$ cat config.mk
export PLATFORM = sky130hd
export DESIGN_NAME = ffpa_ram
export DESIGN_NICKNAME = d
export VERILOG_FILES = /design/src/ffpa_ram.sv
export SDC_FILE = /design/constraint.sdc
export NUM_CORES = 1
export LEC_CHECK = 0
export ABC_AREA = 1
export BUFFER_PORTS_ARGS = -buffer_cell sky130_fd_sc_hd__clkbuf_2
export CORE_MARGIN = 4
export CORE_UTILIZATION = 55
export DETAILED_ROUTE_END_ITERATION = 10
export PLACE_DENSITY = 0.79
export SLEW_MARGIN = 20
export SYNTH_ARGS = -nofsm -noshare
export SYNTH_HDL_FRONTEND = slang
export SYNTH_SLANG_ARGS = --single-unit
$ cat constraint.sdc
create_clock -name clk -period 1.6 [get_ports clk]
set_clock_uncertainty 0.1 [all_clocks]
set_input_delay 0.32 -clock clk [delete_from_list [all_inputs] [get_ports clk]]
set_output_delay 0.32 -clock clk [all_outputs]
set_load 0.05 [all_outputs]
$ cat src/ffpa_ram.sv
// Generic single-write, single-read synchronous RAM with registered read data.
// No dependencies.
module ffpa_ram #(
  parameter int WIDTH = 8,
  parameter int DEPTH = 32
) (
  input  logic                     clk,
  input  logic                     we,
  input  logic [$clog2(DEPTH)-1:0] waddr,
  input  logic [WIDTH-1:0]         wdata,
  input  logic [$clog2(DEPTH)-1:0] raddr,
  output logic [WIDTH-1:0]         rdata
);

  logic [WIDTH-1:0] mem [DEPTH];

  // Write port
  always_ff @(posedge clk) begin
    if (we) begin
      mem[waddr] <= wdata;
    end
  end

  // Registered read port
  always_ff @(posedge clk) begin
    rdata <= mem[raddr];
  end

endmodule

; Word level (Yosys, flattened, before mapping)
; Memories as Yosys holds them, arrays and structs flattened. A register that Yosys moved wholly into a read port is not among the register bits.
; Index checks and enable logic that the tools add are counted.
[word_totals]
register_bits = 0
ramBits = 256
wordCells = 3
memories = 1
[mem_list]
columns = name, words, word_bits, read_ports, rd_ports_with_merged_regs, wr, line
row1 = mem, 32, 8, 1, 1, 1, 15  ; logic [WIDTH-1:0] mem [DEPTH];
[classes]
n_mux = 2
[ops]
columns = operator, n
row1 = 1-bit 2-to-1 mux, 2

; Depth between registers and ports, before layout
[logic_depth]
depth_word = 2
ltp_mapped = 11

; Least setup slack after synthesis
; No wires, ideal clock.
[synth_path]
path_type = input-to-reg
start = input waddr[0]
end = memory mem[0][0] (enable)
setup_ns = 0.370
t_arrival_ns = 0.984
t_required_ns = 1.130
setup_slack_ns = 0.146
cell_stages = 3
path_buffers = 0
cell_sequence = inv_1 nand3_1 nor2_1
[synth_lines]
columns = item, line
row1 = "start, declared", 9  ; input logic [$clog2(DEPTH)-1:0] waddr,
row2 = "end, declared", 15
; Straight into the memory's write port.

; Worst setup path in the final report
[layout_path]
start = register rdata[2], read port of mem
end = output rdata[2]
[layout_lines]
columns = item, line
row1 = "start, declared", 12  ; output logic [WIDTH-1:0] rdata
; No word-level cell between the ends.

==> impl_metrics.py <==
metrics = {
    "critical_path": {
        "start_kind": "flop",
        "cp.arrival_ns": 1.17,
        "max_stage_delay_ns": 0.34,
        "endpoint_kind": "output pin",
        "crit_path_cell_trace": "clkbuf_2",
        "cp_slowest_cell": "dfxtp_1",
        "critical_path_buf_inv_count": 1,
        "critPathKind": "flop to output pin",
        "path_delay_family": "flip-flops",
        "cp_max_fo": 1,
        "r2r_setup_slack_ns": 0.38,
        "worstPathRequired_ns": 1.18,
    },
    "finish": {
        "syn_to_final_growth_pct": 15.2,
        "drive_gt1_share_pct": 13.2,
        "fillers": 1406,
        "diodes": 0,
        "postLayoutCellArea_um2": 12400,
        "layout.nets": 1014,
    },
    "sta": {
        "drv_slew": 0,
        "fin_crit_ns": 1.59,
        "worstMarginPinSlew_ns": 0.366,
        "setup_viol": 0,
        "hold_slack_ns": 0.0345,
        "period_share_pct": 99.1,
        "hold_viol": 0,
        "max_freq_mhz": 631,
        "rsz0062_at_grt": "false",
        "slew-limit-headroom_pct": 75.6,
    },
    "global_route": {
        "first_global_vias": 7251,
        "grt_max_degree": 65,
        "grt_usage_pct": 22.7,
        "grt_overflow_total": 0,
        "grt_pass1_wl_mm": 38.7,
        "antenna_found_initial": 0,
    },
    "synthesis": {
        "ys_ff_latch": 264,
        "yosysWarnings": 0,
        "ys_top_cells_by_area": "edfxtp_1 (71%), nand2_1 (13%), nand3_1 (9.5%), buf_6 (2.5%), dfxtp_1 (1.5%)",
        "yosysUniqueCellTypes": 12,
        "synthCells": 922,
        "synth_nets": 942,
        "synth_top_area_cell": "edfxtp_1",
        "ys_seq_area_share_pct": 72.8,
        "yosys.area.top_type_share_pct": 71.3,
        "synth_area_per_cell_um2": 11.7,
        "syn_area_um2": 10800,
    },
    "route": {
        "antenna_left": 0,
        "viasPerCell": 5.74,
        "drt-pass1-iter-count": 8,
        "wl_mm": 24.5,
        "drc": 0,
        "routedWlPerCell_um": 19.2,
        "drt_iter0_drc": 773,
        "num_vias": 7311,
    },
    "floorplan": {
        "fp.dieH_um": 148,
        "die_area_um2": 21900,
        "io_pins": 28,
        "coreArea_um2": 19000,
        "floorplan.rows": 50,
        "dieWidth_um": 148,
        "initial_utilization_pct": 56.7,
    },
    "placement": {
        "place.gp.congestion": 0.848,
        "io_buffers": 27,
        "place_area_um2": 11600,
        "dpl.hpwl_mm": 14.6,
    },
    "pwr": {
        "leakage_nw": 4.72,
        "p_per_area_nw_per_um2": 1190,
        "ir_worst_vdd_uv": 861,
    },
    "clocking": {
        "cts_tree": "done",
        "clk_latency_ns": 0.53,
        "htreeDepth": 1,
        "cts_buffers": 26,
        "cts_sinks": 264,
        "clockBufferDepth": 3,
        "clockRootBuffer": "clkbuf_16",
        "path_clk_slew_ns": 0.06,
    },
    "status": {
        "outcome": "completed",
    },
    "worst_hold_path": {
        "hold_path.class": "input pin to flop",
    },
    "run": {
        "maxCapViolations": 0,
    },
}
==> sequential cells by signal, summed over array words and instances, names as in the netlist <==
name and count:
mem 256, rdata 8
==> per-layer routing <==
| metal | global-route usage (%) | part of all wire [%] | vias to the layer above |
|---|---|---|---|
| met5 | 0 | 0 | - |
| met4 | 7.53 | 2.8 | 0 |
| met3 | 4.32 | 8.9 | 62 |
| met2 | 36.9 | 48 | 355 |
| met1 | 31.2 | 40 | 3548 |
| li1 | - | - | 3346 |
==> layout by cell type, fill, tap and decap left out, types with 2 or more instances in the layout <==
master      synthesis  final
nand2_1           360    360
edfxtp_1          256    256
nand3_1           204    204
buf_4               4     54
nor2_1             32     32
clkbuf_16           0     27
clkbuf_2            0     19
buf_12              0     16
clkinv_1            0     10
inv_1               8      8
dfxtp_1             8      7
clkbuf_4            0      5
clkinv_2            0      3
bufinv_16           0      3
clkbuf_1            7      3
clkinvlp_4          0      2
==> worst reg2reg max path, delay by kind of cell (launching register included) <==
family	cells	cell delay [ns]
simple gates	8	0.66
flops	1	0.36
==> final timing paths <==
kind                                  from        to  cells past startpoint
worst min register to register  mem[18][3]  rdata[3]                      8
worst min-delay path              raddr[4]  rdata[3]                      3
worst max-delay path              rdata[2]  rdata[2]                      1
worst max register to register  mem[17][7]  rdata[7]                      8
==> final cells by class <==
| cell class | instances | area [um2] | share of cell area, % |
|---|---|---|---|
| tap | 260 | 325 | 2.62 |
| clock buffer | 30 | 687 | 5.53 |
| inverter | 10 | 38.8 | 0.312 |
| clock inverter | 18 | 161 | 1.30 |
| timing repair buffer | 96 | 877 | 7.06 |
| multi-input combinational | 596 | 2490 | 20.1 |
| sequential | 264 | 7850 | 63.1 |
==> power by group <==
| part | internal [W] | switching (W) | total (W) |
|---|---|---|---|
| combinational | 0.000331 | 0.000747 | 0.00108 |
| clock | 0.00355 | 0.00247 | 0.00602 |
| sequential | 0.00768 | 0.0000408 | 0.00772 |
| total | 0.0116 | 0.00326 | 0.0148 |
==> Yosys cell counts <==
master / count
buf_4: 4
dfxtp_1: 8
inv_1: 8
nand2_1: 360
buf_2: 15
inv_2: 2
nand3_1: 204
buf_1: 2
edfxtp_1: 256
buf_6: 24
clkbuf_1: 7
nor2_1: 32
==> through the flow <==
| stage | std cells | utilization, % | setup WS (ns) | power, W | setup TNS, ns |
|---|---|---|---|---|---|
| after floorplan | 922 | - | 0.146 | 0.00850 | 0 |
| final | 1274 | 65.4 | 0.0144 | 0.0148 | 0 |
| after global routing | 1274 | 65.4 | 0.000820 | 0.0153 | 0 |
| after global placement | 1226 | 60.8 | -0.0382 | 0.00889 | -0.0546 |
| after CTS | 1274 | 65.3 | 0.00175 | 0.0149 | 0 |
| after detailed placement | 1226 | 60.8 | -0.0831 | 0.00892 | -0.288 |
==> cells by family (layout without fill, tap and decap cells) <==
family        count (synthesis)  in the layout  synth area share (%)
flops                       264            264                  72.8
simple gates                596            596                  23.1
buf+inv                      62            154                  4.14
==> what timing repair did <==
action                                  CTS  global route
buffers inserted                          0             0
hold buffers                              0             0
resized for setup                         6             4
endpoints found under the setup margin    5             3
Power figures use the tool's default switching activity.
