[src/ffpa_pkg.sv]
// Shared types and constants for the first-fit page allocator.
// No dependencies; ffpa_ctrl and the top level import this package.
package ffpa_pkg;

  localparam int POOL_DEPTH   = 32;
  localparam int LEDGER_DEPTH = 4096;
  localparam int POOL_AW      = $clog2(POOL_DEPTH);
  localparam int CNT_W        = $clog2(POOL_DEPTH + 1);
  localparam int LEDGER_AW    = $clog2(LEDGER_DEPTH);
  localparam int LCNT_W       = LEDGER_AW + 1;

  localparam int ADDR_W     = 48;
  localparam int PAGES_W    = 36;
  localparam int PAGE_SHIFT = 12;
  localparam int SUM_W      = ADDR_W + 2;
  localparam int ROOT_W     = 8;
  localparam int CFG_AW     = 2;

  localparam logic [ROOT_W-1:0] ROOT_RESET   = 8'd43;
  localparam logic [15:0]       USABLE_TYPES = 16'h009E;
  localparam logic [CFG_AW-1:0] CFG_ROOT_ADDR = 2'd0;

  typedef enum logic [1:0] {
    OP_ADD   = 2'd0,
    OP_SEAL  = 2'd1,
    OP_ALLOC = 2'd2,
    OP_FREE  = 2'd3
  } op_e;

  typedef enum logic [2:0] {
    ST_OK         = 3'd0,
    ST_SKIPPED    = 3'd1,
    ST_MISALIGNED = 3'd2,
    ST_NO_SPACE   = 3'd3,
    ST_NOT_FOUND  = 3'd4
  } status_e;

  typedef enum logic [3:0] {
    S_CLEAR, S_IDLE, S_ADD_CHK, S_ADD_RD, S_ADD_CMP,
    S_SEAL_RD, S_SEAL_CMP, S_SEAL_SWEEP, S_SEAL_ROOT,
    S_AL_RD, S_AL_CMP, S_AL_OVL, S_AL_FIT, S_AL_SLOT,
    S_FREE_SCAN, S_DONE
  } state_e;

  typedef struct packed {
    logic [1:0]         opcode;
    logic [3:0]         region_type;
    logic [ADDR_W-1:0]  byte_address;
    logic [PAGES_W-1:0] page_count;
  } in_word_t;

  typedef struct packed {
    logic [2:0]        status;
    logic [ADDR_W-1:0] granted_address;
  } out_word_t;

  typedef struct packed {
    logic [ADDR_W-1:0]  base;
    logic [PAGES_W-1:0] pages;
  } pool_ent_t;

  typedef struct packed {
    logic               free;
    logic [POOL_AW-1:0] region;
    logic [ADDR_W-1:0]  base;
    logic [PAGES_W-1:0] pages;
  } resv_ent_t;

  typedef struct packed {
    logic               we;
    logic [POOL_AW-1:0] waddr;
    pool_ent_t          wdata;
    logic [POOL_AW-1:0] raddr;
  } pool_req_t;

  typedef struct packed {
    logic                 we;
    logic [LEDGER_AW-1:0] waddr;
    resv_ent_t            wdata;
    logic                 re;
    logic [LEDGER_AW-1:0] raddr;
  } led_req_t;

endpackage

[src/ffpa_ctrl.sv]
// Sequencer for the allocator: walks the pool and ledger memories per opcode.
// Depends on ffpa_pkg; drives the two RAMs through request structs.
module ffpa_ctrl (
  input  logic                      clk,
  input  logic                      rst_n,
  input  logic                      in_valid,
  output logic                      in_ready,
  input  ffpa_pkg::in_word_t        in_word,
  input  logic [ffpa_pkg::ROOT_W-1:0] root_pages,
  output logic                      res_valid,
  input  logic                      res_ready,
  output ffpa_pkg::out_word_t       res_word,
  output ffpa_pkg::pool_req_t       pool_req,
  input  ffpa_pkg::pool_ent_t       pool_rdata,
  output ffpa_pkg::led_req_t        led_req,
  input  ffpa_pkg::resv_ent_t       led_rdata
);
  import ffpa_pkg::*;

  state_e               state_r, state_nxt;
  logic [3:0]           type_r, type_nxt;
  logic [ADDR_W-1:0]    base_r, base_nxt;
  logic [PAGES_W-1:0]   pages_r, pages_nxt;
  logic [CNT_W-1:0]     count_r, count_nxt;
  logic [CNT_W-1:0]     idx_r, idx_nxt;
  logic [CNT_W-1:0]     pos_r, pos_nxt;
  logic [LCNT_W-1:0]    iss_r, iss_nxt;
  logic [2:0]           status_r, status_nxt;
  logic [ADDR_W-1:0]    grant_r, grant_nxt;
  logic [SUM_W-1:0]     start_r, start_nxt;
  logic [SUM_W-1:0]     stl_r, stl_nxt;
  logic [SUM_W-1:0]     limit_r, limit_nxt;
  logic                 d_vld_r;
  logic [LEDGER_AW-1:0] d_idx_r;
  logic                 a_vld_r;
  logic [ADDR_W-1:0]    a_rs_r;
  logic [SUM_W-1:0]     a_re_r;
  logic [SUM_W-1:0]     a_rel_r;

  logic                 usable, base_zero, zero_small, misal, full, add_stop;
  logic [ADDR_W-1:0]    adj_base;
  logic [PAGES_W-1:0]   adj_pages, clip_pages;
  logic [PAGES_W:0]     room;
  logic                 idx_end, pos_zero, scan_end, iss_last;
  logic                 al_small, seal_fit, ovl_hit, slot_found, free_found, no_fit;
  logic [SUM_W-1:0]     len, rd_re;

  // Shared decode of the current word and memory data
  always_comb begin
    usable     = USABLE_TYPES[type_r];
    base_zero  = (base_r == '0);
    zero_small = base_zero && (pages_r <= PAGES_W'(1));
    adj_base   = base_zero ? ADDR_W'(1 << PAGE_SHIFT) : base_r;
    adj_pages  = base_zero ? pages_r - PAGES_W'(1) : pages_r;
    misal      = |adj_base[PAGE_SHIFT-1:0];
    full       = (count_r >= CNT_W'(POOL_DEPTH));
    add_stop   = !usable || zero_small || misal || full;
    room       = (PAGES_W+1)'(1) << PAGES_W;
    room       = room - {1'b0, adj_base[ADDR_W-1:PAGE_SHIFT]};
    clip_pages = ({1'b0, adj_pages} > room) ? room[PAGES_W-1:0] : adj_pages;

    idx_end    = (idx_r >= count_r);
    pos_zero   = (pos_r == '0);
    scan_end   = (iss_r == LCNT_W'(LEDGER_DEPTH));
    iss_last   = (iss_r == LCNT_W'(LEDGER_DEPTH - 1));
    len        = SUM_W'({pages_r, {PAGE_SHIFT{1'b0}}});
    rd_re      = SUM_W'(led_rdata.base) + SUM_W'({led_rdata.pages, {PAGE_SHIFT{1'b0}}});

    al_small   = (pool_rdata.pages < pages_r);
    seal_fit   = (pool_rdata.pages >= PAGES_W'(root_pages));
    ovl_hit    = a_vld_r && (SUM_W'(a_rs_r) < a_re_r) && (start_r < a_re_r)
                 && (SUM_W'(a_rs_r) < stl_r);
    slot_found = d_vld_r && led_rdata.free;
    free_found = d_vld_r && !led_rdata.free && (led_rdata.base == base_r);
    no_fit     = (stl_r > limit_r);
  end

  // Next state
  always_comb begin
    state_nxt = state_r;
    case (state_r)
      S_CLEAR:      if (iss_last) state_nxt = S_IDLE;
      S_IDLE: begin
        if (in_valid) begin
          case (op_e'(in_word.opcode))
            OP_ADD:   state_nxt = S_ADD_CHK;
            OP_SEAL:  state_nxt = S_SEAL_RD;
            OP_ALLOC: state_nxt = S_AL_RD;
            default:  state_nxt = S_FREE_SCAN;
          endcase
        end
      end
      S_ADD_CHK:    state_nxt = add_stop ? S_DONE : S_ADD_RD;
      S_ADD_RD:     state_nxt = pos_zero ? S_DONE : S_ADD_CMP;
      S_ADD_CMP:    state_nxt = (pool_rdata.pages > pages_r) ? S_ADD_RD : S_DONE;
      S_SEAL_RD:    state_nxt = idx_end ? S_DONE : S_SEAL_CMP;
      S_SEAL_CMP:   state_nxt = seal_fit ? S_SEAL_SWEEP : S_SEAL_RD;
      S_SEAL_SWEEP: if (iss_last) state_nxt = S_SEAL_ROOT;
      S_SEAL_ROOT:  state_nxt = S_DONE;
      S_AL_RD:      state_nxt = (pages_r == '0 || idx_end) ? S_DONE : S_AL_CMP;
      S_AL_CMP:     state_nxt = al_small ? S_AL_RD : S_AL_OVL;
      S_AL_OVL:     if (scan_end && !d_vld_r && !a_vld_r) state_nxt = S_AL_FIT;
      S_AL_FIT:     state_nxt = no_fit ? S_AL_RD : S_AL_SLOT;
      S_AL_SLOT: begin
        if (slot_found) state_nxt = S_DONE;
        else if (scan_end && !d_vld_r) state_nxt = S_AL_RD;
      end
      S_FREE_SCAN: begin
        if (free_found || (scan_end && !d_vld_r)) state_nxt = S_DONE;
      end
      S_DONE:       if (res_ready) state_nxt = S_IDLE;
      default:      state_nxt = S_IDLE;
    endcase
  end

  // Outputs: handshakes and memory requests
  always_comb begin
    in_ready  = (state_r == S_IDLE);
    res_valid = (state_r == S_DONE);
    res_word  = '{status: status_r, granted_address: grant_r};

    pool_req       = '0;
    pool_req.raddr = idx_r[POOL_AW-1:0];
    led_req        = '0;
    led_req.raddr  = iss_r[LEDGER_AW-1:0];

    case (state_r)
      S_CLEAR, S_SEAL_SWEEP: begin
        led_req.we         = 1'b1;
        led_req.waddr      = iss_r[LEDGER_AW-1:0];
        led_req.wdata.free = 1'b1;
      end
      S_SEAL_ROOT: begin
        led_req.we    = 1'b1;
        led_req.wdata = '{free: 1'b0, region: idx_r[POOL_AW-1:0], base: grant_r,
                          pages: PAGES_W'(root_pages)};
      end
      S_ADD_RD: begin
        pool_req.raddr = POOL_AW'(pos_r - CNT_W'(1));
        pool_req.waddr = pos_r[POOL_AW-1:0];
        pool_req.wdata = '{base: base_r, pages: pages_r};
        pool_req.we    = pos_zero;
      end
      S_ADD_CMP: begin
        pool_req.we    = 1'b1;
        pool_req.waddr = pos_r[POOL_AW-1:0];
        pool_req.wdata = (pool_rdata.pages > pages_r) ? pool_rdata
                         : pool_ent_t'{base: base_r, pages: pages_r};
      end
      S_AL_OVL: led_req.re = !scan_end;
      S_AL_SLOT: begin
        led_req.re    = !scan_end;
        led_req.we    = slot_found;
        led_req.waddr = d_idx_r;
        led_req.wdata = '{free: 1'b0, region: idx_r[POOL_AW-1:0],
                          base: start_r[ADDR_W-1:0], pages: pages_r};
      end
      S_FREE_SCAN: begin
        led_req.re         = !scan_end;
        led_req.we         = free_found;
        led_req.waddr      = d_idx_r;
        led_req.wdata      = led_rdata;
        led_req.wdata.free = 1'b1;
      end
      default: ;
    endcase
  end

  // Datapath register updates
  always_comb begin
    type_nxt   = type_r;
    base_nxt   = base_r;
    pages_nxt  = pages_r;
    count_nxt  = count_r;
    idx_nxt    = idx_r;
    pos_nxt    = pos_r;
    iss_nxt    = iss_r;
    status_nxt = status_r;
    grant_nxt  = grant_r;
    start_nxt  = start_r;
    stl_nxt    = stl_r;
    limit_nxt  = limit_r;
    case (state_r)
      S_CLEAR, S_SEAL_SWEEP: iss_nxt = iss_r + LCNT_W'(1);
      S_IDLE: begin
        type_nxt   = in_word.region_type;
        base_nxt   = in_word.byte_address;
        pages_nxt  = in_word.page_count;
        idx_nxt    = '0;
        grant_nxt  = '0;
        iss_nxt    = (op_e'(in_word.opcode) == OP_FREE) ? LCNT_W'(1) : '0;
        status_nxt = ST_OK;
      end
      S_ADD_CHK: begin
        if (!usable || zero_small) status_nxt = ST_SKIPPED;
        else if (misal) status_nxt = ST_MISALIGNED;
        else if (full) status_nxt = ST_SKIPPED;
        base_nxt  = adj_base;
        pages_nxt = clip_pages;
        pos_nxt   = count_r;
      end
      S_ADD_RD: if (pos_zero) count_nxt = count_r + CNT_W'(1);
      S_ADD_CMP: begin
        if (pool_rdata.pages > pages_r) pos_nxt = pos_r - CNT_W'(1);
        else count_nxt = count_r + CNT_W'(1);
      end
      S_SEAL_RD: if (idx_end) status_nxt = ST_NO_SPACE;
      S_SEAL_CMP: begin
        if (seal_fit) begin
          grant_nxt = pool_rdata.base;
          iss_nxt   = LCNT_W'(1);
        end else begin
          idx_nxt = idx_r + CNT_W'(1);
        end
      end
      S_AL_RD: if (pages_r == '0 || idx_end) status_nxt = ST_NO_SPACE;
      S_AL_CMP: begin
        if (al_small) begin
          idx_nxt = idx_r + CNT_W'(1);
        end else begin
          start_nxt = SUM_W'(pool_rdata.base);
          stl_nxt   = SUM_W'(pool_rdata.base) + len;
          limit_nxt = SUM_W'(pool_rdata.base)
                      + SUM_W'({pool_rdata.pages, {PAGE_SHIFT{1'b0}}});
          iss_nxt   = '0;
        end
      end
      S_AL_OVL: begin
        if (!scan_end) iss_nxt = iss_r + LCNT_W'(1);
        if (ovl_hit) begin
          start_nxt = a_re_r;
          stl_nxt   = a_rel_r;
        end
      end
      S_AL_FIT: begin
        if (no_fit) idx_nxt = idx_r + CNT_W'(1);
        else iss_nxt = '0;
      end
      S_AL_SLOT: begin
        if (!scan_end) iss_nxt = iss_r + LCNT_W'(1);
        if (slot_found) grant_nxt = start_r[ADDR_W-1:0];
        else if (scan_end && !d_vld_r) idx_nxt = idx_r + CNT_W'(1);
      end
      S_FREE_SCAN: begin
        if (!scan_end) iss_nxt = iss_r + LCNT_W'(1);
        if (!free_found && scan_end && !d_vld_r) status_nxt = ST_NOT_FOUND;
      end
      default: ;
    endcase
  end

  // Control registers
  always_ff @(posedge clk) begin
    if (!rst_n) begin
      state_r <= S_CLEAR;
      count_r <= '0;
      iss_r   <= '0;
      d_vld_r <= 1'b0;
      a_vld_r <= 1'b0;
    end else begin
      state_r <= state_nxt;
      count_r <= count_nxt;
      iss_r   <= iss_nxt;
      d_vld_r <= led_req.re;
      a_vld_r <= d_vld_r && (state_r == S_AL_OVL) && !led_rdata.free
                 && (led_rdata.region == idx_r[POOL_AW-1:0]);
    end
  end

  // Payload registers and overlap stage
  always_ff @(posedge clk) begin
    type_r   <= type_nxt;
    base_r   <= base_nxt;
    pages_r  <= pages_nxt;
    idx_r    <= idx_nxt;
    pos_r    <= pos_nxt;
    status_r <= status_nxt;
    grant_r  <= grant_nxt;
    start_r  <= start_nxt;
    stl_r    <= stl_nxt;
    limit_r  <= limit_nxt;
    d_idx_r  <= led_req.raddr;
    a_rs_r   <= led_rdata.base;
    a_re_r   <= rd_re;
    a_rel_r  <= rd_re + len;
  end

endmodule

[config.mk]
export PLATFORM = sky130hd
export DESIGN_NAME = ffpa_ctrl
export DESIGN_NICKNAME = d
export VERILOG_FILES = /design/src/ffpa_pkg.sv /design/src/ffpa_ctrl.sv
export SDC_FILE = /design/constraint.sdc
export NUM_CORES = 2
export LEC_CHECK = 0
export ABC_AREA = 0
export BUFFER_PORTS_ARGS = -buffer_cell sky130_fd_sc_hd__buf_4
export CORE_UTILIZATION = 45
export DETAILED_ROUTE_END_ITERATION = 8
export PLACE_DENSITY_LB_ADDON = 0.08
export SLEW_MARGIN = 25
export SYNTH_ARGS = -nofsm -noshare
export SYNTH_HDL_FRONTEND = slang
export SYNTH_SLANG_ARGS = --single-unit
[constraint.sdc]
create_clock -name clk -period 10.4 [get_ports clk]
set_input_delay 1.56 -clock clk [delete_from_list [all_inputs] [get_ports clk]]
set_output_delay 1.56 -clock clk [all_outputs]
set_load 0.02 [all_outputs]
* After elaboration in Yosys (flattened, before gate mapping) *
Memory sizes are Yosys's and may differ from the RTL's. A register that Yosys moved wholly into a read port is not among the register bits.
Index checks and enable logic that the tools add are counted.

operators by class
  add/sub/neg operators = 10
  $lt $le $gt $ge = 12
  bitwise operators = 1
  equal/unequal tests = 47
  muxes and demuxes = 66
  reductions and logical operators = 53

operators with widths
  kind                                                     count
  89-bit one-hot mux with 3 select lines                   1
  50-bit 2-to-1 mux                                        4
  50-bit one-hot mux with 2 select lines                   2
  90-bit one-hot mux with 2 select lines                   1
  48-bit by 48-bit adder with 49-bit output                3
  48-bit 2-to-1 mux                                        3
  48-bit one-hot mux with 3 select lines                   1
  48-bit one-hot mux with 2 select lines                   1
  84-bit 2-to-1 mux                                        1
  13-bit one-hot mux with 6 select lines                   1
  36-bit 2-to-1 mux                                        2
  36-bit one-hot mux with 2 select lines                   1
  4-bit one-hot mux with 16 select lines                   1
  13-bit 2-to-1 mux                                        4
  4-bit 2-to-1 mux                                         13
  49-bit by 48-bit adder with 50-bit output                1
  50-bit greater-than comparator                           1
  48-bit by 50-bit less-than comparator with 1-bit output  1
  50-bit by 49-bit less-than comparator with 1-bit output  1
  48-bit by 49-bit less-than comparator with 1-bit output  1
  48-bit equality test                                     1
  48-bit logical NOT                                       1
  6-bit 2-to-1 mux                                         8
  2-bit inequality test, second input constant             22
  55 further kinds                                         113

storage, ports and cells
  output and inout bits = 264
  logic and storage cells = 209
  memories kept = 1
  flip-flop bits (word level) = 485
  memory bits (read-only) = 16

memory list
  name             depth  width  rd ports  clocked after memory_dff  wr ports  line             text
  (no name shown)  16     1      1         1                         0         ffpa_ctrl.sv:50  usable = USABLE_TYPES[type_r];

* Longest topological paths before layout *
  depth in word-level cells = 8
  gate-level depth with buffers = 29
  gate-level depth less buffers = 25

* Worst setup path after synthesis *
No wires, ideal clock.

  path kind = input port to flip-flop
  start point = in pool_rdata[13] in the netlist's numbering
  end point = reg start_r[12], enable pin
  setup time = 444 ps
  buffers on the path = 0
  slack = 3024 ps
  cell stages on the path = 9
  arrival = 6932 ps
  data required time = 9956 ps
  cells stage by stage = ha_1 -> a21o_1 -> a21o_1 -> a21oi_1 -> o21ai_0 -> o21ai_0 -> a21o_1 -> a21oi_1 -> a21o_1

between the ends
  cells in the longest elaborated chain, start to end = 3

ends and longest elaborated chain
  item                                    line              text
  start, declared                         ffpa_ctrl.sv:14   input ffpa_pkg::pool_ent_t pool_rdata,
  36-bit less-than comparator             ffpa_ctrl.sv:69   al_small = (pool_rdata.pages < pages_r);
  2-bit inequality test (no source line)  -
  3-bit AND reduction (no source line)    -
  end signal, assigned                    ffpa_ctrl.sv:279  start_r <= start_nxt;
  end, declared                           ffpa_ctrl.sv:30   logic [SUM_W-1:0] start_r, start_nxt;

Every way passes these cells.
A chain may end at the register's enable or synchronous reset.

* Worst setup path in the final report *
  start point = reg base_r[40]
  end point = reg pages_r[21] (data pin)

between the ends
  cells in the longest elaborated chain, start to end = 6

ends and longest elaborated chain
  item                                                        line              text
  start, declared                                             ffpa_ctrl.sv:22   logic [ADDR_W-1:0] base_r, base_nxt;
  start signal, assigned                                      ffpa_ctrl.sv:273  base_r <= base_nxt;
  48-bit logical NOT                                          ffpa_ctrl.sv:51   base_zero = (base_r == '0);
  48-bit 2-to-1 mux                                           ffpa_ctrl.sv:53   adj_base = base_zero ? ADDR_W'(1 << PAGE_SHIFT) : base_r;
  37-bit by 36-bit subtractor with 37-bit output              ffpa_ctrl.sv:59   room = room - {1'b0, adj_base[ADDR_W-1:PAGE_SHIFT]};
  36-bit by 37-bit greater-than comparator with 1-bit output  ffpa_ctrl.sv:60   clip_pages = ({1'b0, adj_pages} > room) ? room[PAGES_W-1:0] : adj_pages;
  36-bit 2-to-1 mux *                                         ffpa_ctrl.sv:60
  36-bit one-hot mux with 2 select lines *                    ffpa_ctrl.sv:183  case (state_r)
  named net pages_nxt[21]                                     ffpa_ctrl.sv:23   logic [PAGES_W-1:0] pages_r, pages_nxt;
  end signal, assigned                                        ffpa_ctrl.sv:274  pages_r <= pages_nxt;
  end, declared                                               ffpa_ctrl.sv:23

The timed path passes the listed nets; every way through them passes the cells marked *.

==> run_results.csv <==
group,metric,value,unit
global_routing,antenna_found_initial,6,
sta,hold_violations,0,
clock_tree,root_buffer,"clkbuf_16",
job,drv_cap,0,
layout,mostFrequentLayoutCell,"buf_4",
die,initial_utilization,45.6,%
clock_tree,clk_pin_slew,0.06,ns
clock_tree,post_cts_resized,0,
layout,drive_gt1_share,16.8,%
die,fp.dieH,277,µm
setup_path,arrival,7.70,ns
logic_synthesis,syn_area_per_cell,9.04,µm²
setup_path,startpoint_type,"flip-flop",
placed_design,io_buffer_count,539,
clock_tree,cts_hold_buf,0,
die,fp-row-count,100,
power,p_comb_share,19.8,%
route,first_iter_violations,3641,
global_routing,grt_max_degree,103,
setup_path,worstPathRequired,10.72,ns
clock_tree,h-tree-depth,2,
hold_path,hp-class,"flip-flop to flip-flop",
setup_path,endpoint_kind,"flip-flop",
global_routing,first_global_vias,30200,
power,p_sw_share,28.5,%
placed_design,finalWeightedCongestion,1.00,
power,power-per-cell-area,125,nW/µm²
sta,setup_viol,0,
route,routed_wl,143000,µm
sta,grt_setup_unrepaired,"false",
layout,final_cell_mix,"buf_4 (571), ha_1 (424), nand2_1 (389), inv_1 (336), edfxtp_1 (287)",
setup_path,cp_cell_sequence,"nor4_1 > nor4b_1 > nand4b_1 > nor3_2 > or2_2 > inv_1 > ha_1 > nand2_1 > or3_1 > or3_1 > nor3_1 > nand2_1 > xor2_1 > inv_1 > ha_1 > and4_1 > nand2_1 > nor3_1 > a21oi_1 > a21oi_4 > buf_4 > mux2i_1 > o21ai_0",
power,p_int,0.00367,W
logic_synthesis,synth-edff-count,287,
setup_path,max_stage_delay,0.72,ns
clock_tree,clock_latency,0.65,ns
die,dieArea,76900,µm²
power,p_switching,0.00146,W
logic_synthesis,ys_types,80,
setup_path,path_class,"flip-flop to flip-flop",
clock_tree,clock_path_buffers,3,
die,coreArea,74700,µm²
logic_synthesis,synth_ff_type,"edfxtp_1",
route,drtPass1Iterations,8,
logic_synthesis,synth_cells,3771,
die,die_w,277,µm
sta,slew-limit-headroom,27.2,%
power,ir_drop,0.130,mV
logic_synthesis,synthesis.area,34100,µm²
logic_synthesis,async_flop_share,0,%
logic_synthesis,ys_warn_count,0,
power,seqPwrFrac,39.7,%
route,wl_per_cell,27.1,µm
setup_path,worst_path_most_repeated_cell,"nand2_1",
clock_tree,cts_made_buffers,54,
layout,area_growth,20.3,%
sta,tightest_slew,1.08,ns
power,p_clk_share,40.4,%
setup_path,slowest_stage,"nor4b_1",
route,via_count,32200,
logic_synthesis,synth_fp_nets,4475,
logic_synthesis,ys_seq_area_share,34.7,%
placed_design,hpwl,112000,µm
route,via_per_inst,6.13,
global_routing,grt_overflow_total,0,
sta,skew,0.0441,ns
global_routing,grt_usage,35.9,%
sta,fin_crit,7.38,ns
power,p_leak,19.1,nW
sta,min_period_over_period,70.9,%
layout,finalNetCount,4940,
sta,finalMaxSlewViolations,0,
power,total_power,0.00513,W
setup_path,cp_max_fo,35,
route,antenna_left,0,
status,status,"completed",
clock_tree,cts_tree,"yes",
clock_tree,cts.sink_count,448,
global_routing,grt_pass1_wl,204000,µm
route,route.detailed.drc,0,
sta,tns,0,ns
clock_tree,postCtsSetupBuffers,0,
logic_synthesis,ys_ff_latch,448,
die,io_pins,540,
sta,clock.fmax,136,MHz
==> logic make-up after synthesis <==
kind of cell,share of synthesized area (%)
and+or+nand+nor,14.6
buffers and inverters,5.66
muxes,0.940
DFF,34.7
adders and majority gates,15.8
xor gates and xnor gates,6.34
AOI/OAI and AO/OA,21.9
==> state kept, by name (all words and copies together) (netlist names), 4 cells and up <==
register  flops
a_re_r       37
a_rel_r      50
a_rs_r       36
base_r       48
count_r       6
d_idx_r      12
grant_r      48
idx_r         6
iss_r        13
limit_r      49
pages_r      36
pos_r         6
start_r      37
state_r       4
stl_r        50
type_r        4
==> final timing paths <==
check / start / endpoint / slack [ns] / depth (start not counted)
setup / recovery: base_r[40] / pages_r[21] / 3.02 / 23
hold / removal: iss_r[11] / d_idx_r[11] / 0.44 / 0
setup reg to reg: base_r[40] / pages_r[21] / 3.02 / 23
hold reg to reg: iss_r[11] / d_idx_r[11] / 0.44 / 0
==> synth_stat cells (49+ instances only) <==
library cell / instances / area share (%)
a21o_1: 175 / 3.9
a21oi_1: 223 / 3.3
a222oi_1: 49 / 1.4
a22o_1: 177 / 4.5
clkbuf_1: 137 / 1.5
dfxtp_1: 161 / 9.5
edfxtp_1: 287 / 25
ha_1: 424 / 16
inv_1: 337 / 3.7
nand2_1: 391 / 4.3
nand3_1: 68 / 1.0
nand4_1: 65 / 1.2
nor2_1: 208 / 2.3
nor3_1: 77 / 1.1
o21ai_0: 204 / 3.0
xnor2_1: 134 / 3.4
xor2_1: 111 / 2.9
==> worst max-delay path, delay by kind of cell, from the launching register on <==
kind	cells	cell delay, ns
compound gates	3	0.79
simple gates	13	4.10
flops	1	0.52
buf+inv	3	0.64
xor+xnor	1	0.22
mux	1	0.26
fa+ha+maj	2	0.49
==> through the flow <==
step	std cells	setup slack (ns)	util, %	hold WS [ns]	area (µm²)
after CTS	5250	3.13	54.9	0.445	41000
after floorplan	3771	3.02	-	0.396	34100
after global placement	5149	3.17	52.3	0.434	39000
after detailed placement	5149	3.11	52.3	0.435	39100
final	5255	3.02	54.9	0.442	41000
after global routing	5253	2.56	54.9	0.472	41000
==> power groups by stage <==
stage | clock network [W] | logic (W) | registers [W]
floorplan | 0 | 0.000624 | 0.00206
global placement | 0 | 0.000987 | 0.00207
detailed placement | 0 | 0.000991 | 0.00207
CTS | 0.00209 | 0.000997 | 0.00204
global route | 0.00215 | 0.00111 | 0.00205
finish | 0.00207 | 0.00102 | 0.00204
==> per-layer routing <==
metal  routed length (µm)  GRT usage, %  share of wire, %
met5                    0             0                 0
met4                 5670          13.7               4.0
met3                15100          6.24                11
met2                61900          54.7                43
met1                59900          50.4                42
==> final cells by class <==
type / count / area (µm²)
multi-input combinational: 2823 / 20400
clock inverter: 29 / 408
timing repair buffer: 572 / 4300
sequential: 448 / 11800
inverter: 337 / 1270
antenna: 5 / 12.5
tap: 969 / 1210
fill: 6913 / 33700
clock buffer: 72 / 1520
(Power assumes the default switching activity.)
